--- config.mk ---
export PLATFORM = sky130hd
export DESIGN_NAME = bea_ctrl
export DESIGN_NICKNAME = d
export VERILOG_FILES = /design/src/hw/rtl/bea_pkg.sv /design/src/hw/rtl/bea_ctrl.sv
export SDC_FILE = /design/constraint.sdc
export NUM_CORES = 1
export LEC_CHECK = 0
export BUFFER_PORTS_ARGS = -buffer_cell sky130_fd_sc_hd__buf_2
export CAP_MARGIN = 20
export CORE_MARGIN = 2
export CORE_UTILIZATION = 40
export CTS_CLUSTER_DIAMETER = 60
export DETAILED_ROUTE_END_ITERATION = 10
export PLACE_DENSITY = 0.7
export RECOVER_POWER = 50
export SYNTH_ARGS = -nofsm -noshare
export SYNTH_HDL_FRONTEND = slang
export SYNTH_SLANG_ARGS = --single-unit
export TNS_END_PERCENT = 1
--- constraint.sdc ---
create_clock -name i_clk -period 1.6 [get_ports i_clk]
set_input_delay 0 -clock i_clk [delete_from_list [all_inputs] [get_ports i_clk]]
set_output_delay 0 -clock i_clk [all_outputs]
set_load 0.02 [all_outputs]
--- src/hw/rtl/bea_pkg.sv ---
package bea_pkg;

    // field widths
    localparam int W_RES   = 56;
    localparam int W_TIME  = 40;
    localparam int W_MV    = 16;
    localparam int W_CUR   = 20;
    localparam int W_AMT   = 40;
    localparam int W_MUL_A = 28;
    localparam int W_PROD  = W_MUL_A + W_CUR;

    localparam logic [W_RES-1:0]  MAX_RES  = {W_RES{1'b1}};
    localparam logic [W_TIME-1:0] MAX_TIME = {W_TIME{1'b1}};
    localparam logic [W_AMT-1:0]  MAX_CUR  = W_AMT'({W_CUR{1'b1}});

    // reset value of the supply configuration register
    localparam logic [W_MV-1:0] RST_SUPPLY = 16'd3300;

    // action codes
    localparam logic [2:0] ACT_SET     = 3'd0;
    localparam logic [2:0] ACT_DEDUCT  = 3'd1;
    localparam logic [2:0] ACT_UPDATE  = 3'd2;
    localparam logic [2:0] ACT_PUBLISH = 3'd3;
    localparam logic [2:0] ACT_READ    = 3'd4;

    // error codes
    localparam logic [1:0] ERR_OK       = 2'd0;
    localparam logic [1:0] ERR_DEVICE   = 2'd1;
    localparam logic [1:0] ERR_ACTIVITY = 2'd2;
    localparam logic [1:0] ERR_CURRENT  = 2'd3;

    // configuration register indexes
    localparam logic [1:0] CFG_SUPPLY  = 2'd0;
    localparam logic [1:0] CFG_NOMINAL = 2'd1;
    localparam logic [1:0] CFG_INITIAL = 2'd2;
    localparam logic [1:0] CFG_STEP    = 2'd3;

    typedef enum logic [4:0] {
        ST_IDLE,
        ST_CHECK,
        ST_DED_RD,
        ST_DED_WR,
        ST_DV_LO,
        ST_DV_HI,
        ST_DV_SUM,
        ST_DEV_LO,
        ST_DEV_HI,
        ST_DEV_E,
        ST_DEV_UPD,
        ST_SET_END,
        ST_PUB,
        ST_READ_RD,
        ST_READ_WAIT,
        ST_FINISH,
        ST_OUT
    } t_state;

    typedef enum logic [4:0] {
        CMD_NONE,
        CMD_CAPTURE,
        CMD_CHECK,
        CMD_DED_RD,
        CMD_DED_WR,
        CMD_DV_LO,
        CMD_DV_HI,
        CMD_DV_SUM,
        CMD_DEV_LO,
        CMD_DEV_HI,
        CMD_DEV_E,
        CMD_DEV_UPD,
        CMD_DEV_SKIP,
        CMD_SET_END,
        CMD_PUB,
        CMD_READ_RD,
        CMD_READ_OUT,
        CMD_FINISH,
        CMD_OUT
    } t_cmd;

    typedef struct packed {
        logic [2:0] action;
        logic [1:0] err;
        logic       depleted;
        logic       dev_active;
        logic       dev_last;
    } t_dp_status;

endpackage

--- src/hw/rtl/bea_ctrl.sv ---
module bea_ctrl
    import bea_pkg::*;
(
    input  logic       i_clk,
    input  logic       i_rst_n,
    input  logic       i_s_tvalid,
    input  logic       i_m_tready,
    input  t_dp_status i_status,
    output t_cmd       o_cmd,
    output logic       o_s_tready,
    output logic       o_m_tvalid
);

    t_state r_state, n_state;
    logic   r_out_valid, n_out_valid;
    logic   out_free;

    assign out_free   = !r_out_valid || i_m_tready;
    assign o_m_tvalid = r_out_valid;

    // state and output valid registers
    always_ff @(posedge i_clk) begin
        if (!i_rst_n) begin
            r_state     <= ST_IDLE;
            r_out_valid <= 1'b0;
        end else begin
            r_state     <= n_state;
            r_out_valid <= n_out_valid;
        end
    end

    // next state and commands
    always_comb begin
        n_state     = r_state;
        o_cmd       = CMD_NONE;
        o_s_tready  = 1'b0;
        n_out_valid = r_out_valid && !i_m_tready;
        case (r_state)
            ST_IDLE: begin
                // no transaction is taken while reset is held
                o_s_tready = i_rst_n;
                if (i_s_tvalid && i_rst_n) begin
                    o_cmd   = CMD_CAPTURE;
                    n_state = ST_CHECK;
                end
            end
            ST_CHECK: begin
                o_cmd = CMD_CHECK;
                if (i_status.err != ERR_OK) begin
                    n_state = ST_OUT;
                end else begin
                    case (i_status.action)
                        ACT_SET:     n_state = i_status.depleted ? ST_FINISH : ST_DV_LO;
                        ACT_DEDUCT:  n_state = ST_DED_RD;
                        ACT_UPDATE:  n_state = i_status.depleted ? ST_OUT : ST_DV_LO;
                        ACT_PUBLISH: n_state = ST_FINISH;
                        ACT_READ:    n_state = ST_READ_RD;
                        default:     n_state = ST_OUT;
                    endcase
                end
            end
            ST_DED_RD: begin
                o_cmd   = CMD_DED_RD;
                n_state = ST_DED_WR;
            end
            ST_DED_WR: begin
                o_cmd   = CMD_DED_WR;
                n_state = i_status.depleted ? ST_OUT : ST_DV_LO;
            end
            ST_DV_LO: begin
                o_cmd   = CMD_DV_LO;
                n_state = ST_DV_HI;
            end
            ST_DV_HI: begin
                o_cmd   = CMD_DV_HI;
                n_state = ST_DV_SUM;
            end
            ST_DV_SUM: begin
                o_cmd   = CMD_DV_SUM;
                n_state = ST_DEV_LO;
            end
            ST_DEV_LO: begin
                if (i_status.dev_active) begin
                    o_cmd   = CMD_DEV_LO;
                    n_state = ST_DEV_HI;
                end else begin
                    o_cmd   = CMD_DEV_SKIP;
                    n_state = i_status.dev_last ? ST_SET_END : ST_DEV_LO;
                end
            end
            ST_DEV_HI: begin
                o_cmd   = CMD_DEV_HI;
                n_state = ST_DEV_E;
            end
            ST_DEV_E: begin
                o_cmd   = CMD_DEV_E;
                n_state = ST_DEV_UPD;
            end
            ST_DEV_UPD: begin
                o_cmd   = CMD_DEV_UPD;
                n_state = i_status.dev_last ? ST_SET_END : ST_DEV_LO;
            end
            ST_SET_END: begin
                o_cmd   = CMD_SET_END;
                n_state = ST_PUB;
            end
            ST_PUB: begin
                o_cmd   = CMD_PUB;
                n_state = (i_status.action == ACT_SET) ? ST_FINISH : ST_OUT;
            end
            ST_READ_RD: begin
                o_cmd   = CMD_READ_RD;
                n_state = ST_READ_WAIT;
            end
            ST_READ_WAIT: begin
                o_cmd   = CMD_READ_OUT;
                n_state = ST_OUT;
            end
            ST_FINISH: begin
                o_cmd   = CMD_FINISH;
                n_state = ST_OUT;
            end
            ST_OUT: begin
                if (out_free) begin
                    o_cmd       = CMD_OUT;
                    n_out_valid = 1'b1;
                    n_state     = ST_IDLE;
                end
            end
            default: n_state = ST_IDLE;
        endcase
    end

endmodule

==> reports/qor.txt <==
share of layout cells above drive strength 1: 25.4%
DRT iter0 DRCs: 19
vias per inst: 5.92
CTS Buf Count: 3
H-tree lvl count: 1
DRC viols: 0
initial core utilization: 42.2%
Critical Path AT: 1.91 ns
Core Area: 1510 um2
Synth top area share: 18.9%
post-CTS setup buffer count: 0
min-delay worst type: input port to flop
Max Slew Vio Count: 0
vias: 770
number of global-route vias before repair: 693
Max FO, Critical Path: 4
wire per inst: 13.2 um
Final #Nets: 128
IO Pins: 19
Seq/Total Area, Yosys: 18.9%
ANT nets after route: 0
ant diodes: 0
post-synth top area cell: dfxtp_1
Seq cells post-synth: 6
Placer Congestion: 0.946
YS warnings: 0
worst path cell trace: or4b_4 -> or4_4 -> a21o_1 -> a311oi_2
Die Y-Extent: 43.9 um
Root Buffer: clkbuf_4
Lkg Pwr: 0.000301 uW
largest net degree at the start of global routing: 20
maximum vdd ir drop: 0.769 mV
grt total ovfl: 0
number of flops mapped to enable cells by yosys: 0
GRT Total Usage: 20.2%
Clock Latency Late Sink: 0.24 ns
Worst setup SP type: flop
setup_tns: -0.335 ns
PD cells: 838 nW/um2
Syn Inst Count: 93
FP Rows: 14
Setup violations, final: 4
Slew @ Worst Pin: 0.340 ns
P&R area growth vs syn: 25.0%
dominant synthesized flop cell: dfxtp_1
first-pass GRT wire length: 2880 um
Mean Syn Cell Area: 6.83 um2
Max Fclk: 0.568 GHz
initial antenna violation count: 0
die footprint: 1920 um2
Die X: 43.9 um
period utilization: 110%
clock sink count: 6
clk slew on worst S/H paths: 0.04 ns
final setup skew: 0.00124 ns
CP required: 1.75 ns
final core occ: 52.7%
CP max-delay cell: or4b_4
CP Class: flop to flop
Slew headroom: 77.1%
Pre-antenna DRT Iters: 4
Max stage delay on crit path: 0.54 ns
status: finished, violations left
Synth Cell Area: 636 um2
maxcap violations: 0
top cells by area, synth: dfxtp_1 (19%), nor2_1 (6.5%), a21oi_1 (6.3%)
DPL Wire Length: 1280 um
Worst setup EP type: flop
final hold violation count: 0
Final min period: 1.76 ns
Max Root-Sink Buffers: 2
asr flop ratio synth: 0%
routed wire length: 1720 um
syn_nets: 105
failing checks: setup timing
RSZ-0062 raised after global routing: yes
CTS tree: yes
PortBufs: 18
Synth cell types: 36
Final WS setup: -0.160 ns
==> synth_stat cells, drive strengths merged (2+ instances only) <==
master	count
o22ai	2
or3	3
nor2	11
nand3	2
nor4	2
nor3b	2
a311oi	2
nand2	6
o21ai	6
o31a	3
clkbuf	6
dfxtp	6
a21oi	8
nor3	4
nor2b	2
a31oi	3
inv	4
nand2b	4
==> state kept, by name, indices dropped and copies added, names as in the netlist <==
| signal | count |
|---|---|
| o_m_tvalid | 1 |
| r_state | 5 |
==> metrics by stage <==
step | power (uW) | setup slack [ns] | cell area (um2) | std cells | hold WS, ns
6_report | 666 | -0.160 | 795 | 130 | 0.0601
5_1_grt | 721 | -0.223 | 795 | 130 | 0.0571
4_1_cts | 671 | -0.154 | 795 | 130 | 0.0529
3_5_place_dp | 523 | -0.151 | 768 | 127 | 0.307
3_3_place_gp | 520 | -0.0889 | 768 | 127 | 0.309
2_1_floorplan | 419 | -0.102 | 636 | 93 | 0.117
==> path summary, 6_finish.rpt <==
path | startpoint | to | slack [ns] | cells past startpoint
max reg2reg | r_state[1]$_SDFFE_PN0P_ | r_state[0]$_SDFFE_PN0P_ | -0.16 | 4
max | r_state[1]$_SDFFE_PN0P_ | r_state[0]$_SDFFE_PN0P_ | -0.16 | 4
min | i_rst_n | r_state[2]$_SDFFE_PN0P_ | 0.06 | 2
min reg2reg | o_m_tvalid$_SDFF_PN0_ | o_m_tvalid$_SDFF_PN0_ | 0.54 | 2
==> cell type report <==
cell class	count	area [um2]
sequential	6	120
inverter	4	15.0
fill	145	712
clock buffer	3	22.5
multi-input combinational	77	484
tap	16	20.0
timing repair buffer	24	133
==> cell usage in the layout (no fill, tap or decap), types with 2 or more instances in the layout <==
master,synthesis,routed
or3_1,3,3
clkbuf_4,0,4
nor2_1,11,10
dfxtp_1,6,6
nand3_1,2,2
clkbuf_1,6,2
a21oi_1,8,8
inv_1,4,4
buf_2,0,16
o22ai_1,2,2
nor3b_1,2,2
nor2b_1,2,2
nor3_1,4,4
o31a_1,3,3
nand2b_1,4,4
o21ai_0,6,6
nand2_1,6,6
nor4_1,2,2
buf_4,0,5
a31oi_1,3,3
==> logic make-up (layout without fill, tap and decap cells) <==
group	count (synthesis)	after routing	share of synthesized area (%)
XOR/XNOR	1	1	1.38
AO/OA/AOI/OAI	34	34	37.0
AND/OR/NAND/NOR	42	42	36.8
buffers and inverters	10	31	5.90
flip-flops	6	6	18.9
==> where the power goes <==
part,leakage [uW],internal (uW),switching [uW]
clock network,0.0000138,84.7,51.9
logic,0.000238,144,203
registers,0.0000490,168,14.5
total,0.000301,396,269
==> critical path: cells and delay by family (launching register included) <==
family | cells | cell delay [ns]
AOI/OAI and AO/OA | 2 | 0.37
DFF | 1 | 0.31
and+or+nand+nor | 2 | 1.00
==> layer usage <==
layer,GRT usage (%),up-vias,share of wire (%)
met5,0,-,0
met4,4.85,0,0
met3,7.92,0,5.5
met2,30.9,17,49
met1,26.5,351,46
li1,-,402,-
==> repair_timing <==
action | CTS | global route
resized for setup | 1 | 2
endpoints found under the setup margin | 4 | 7
hold buffers | 0 | 0
Power figures use the tool's default switching activity.
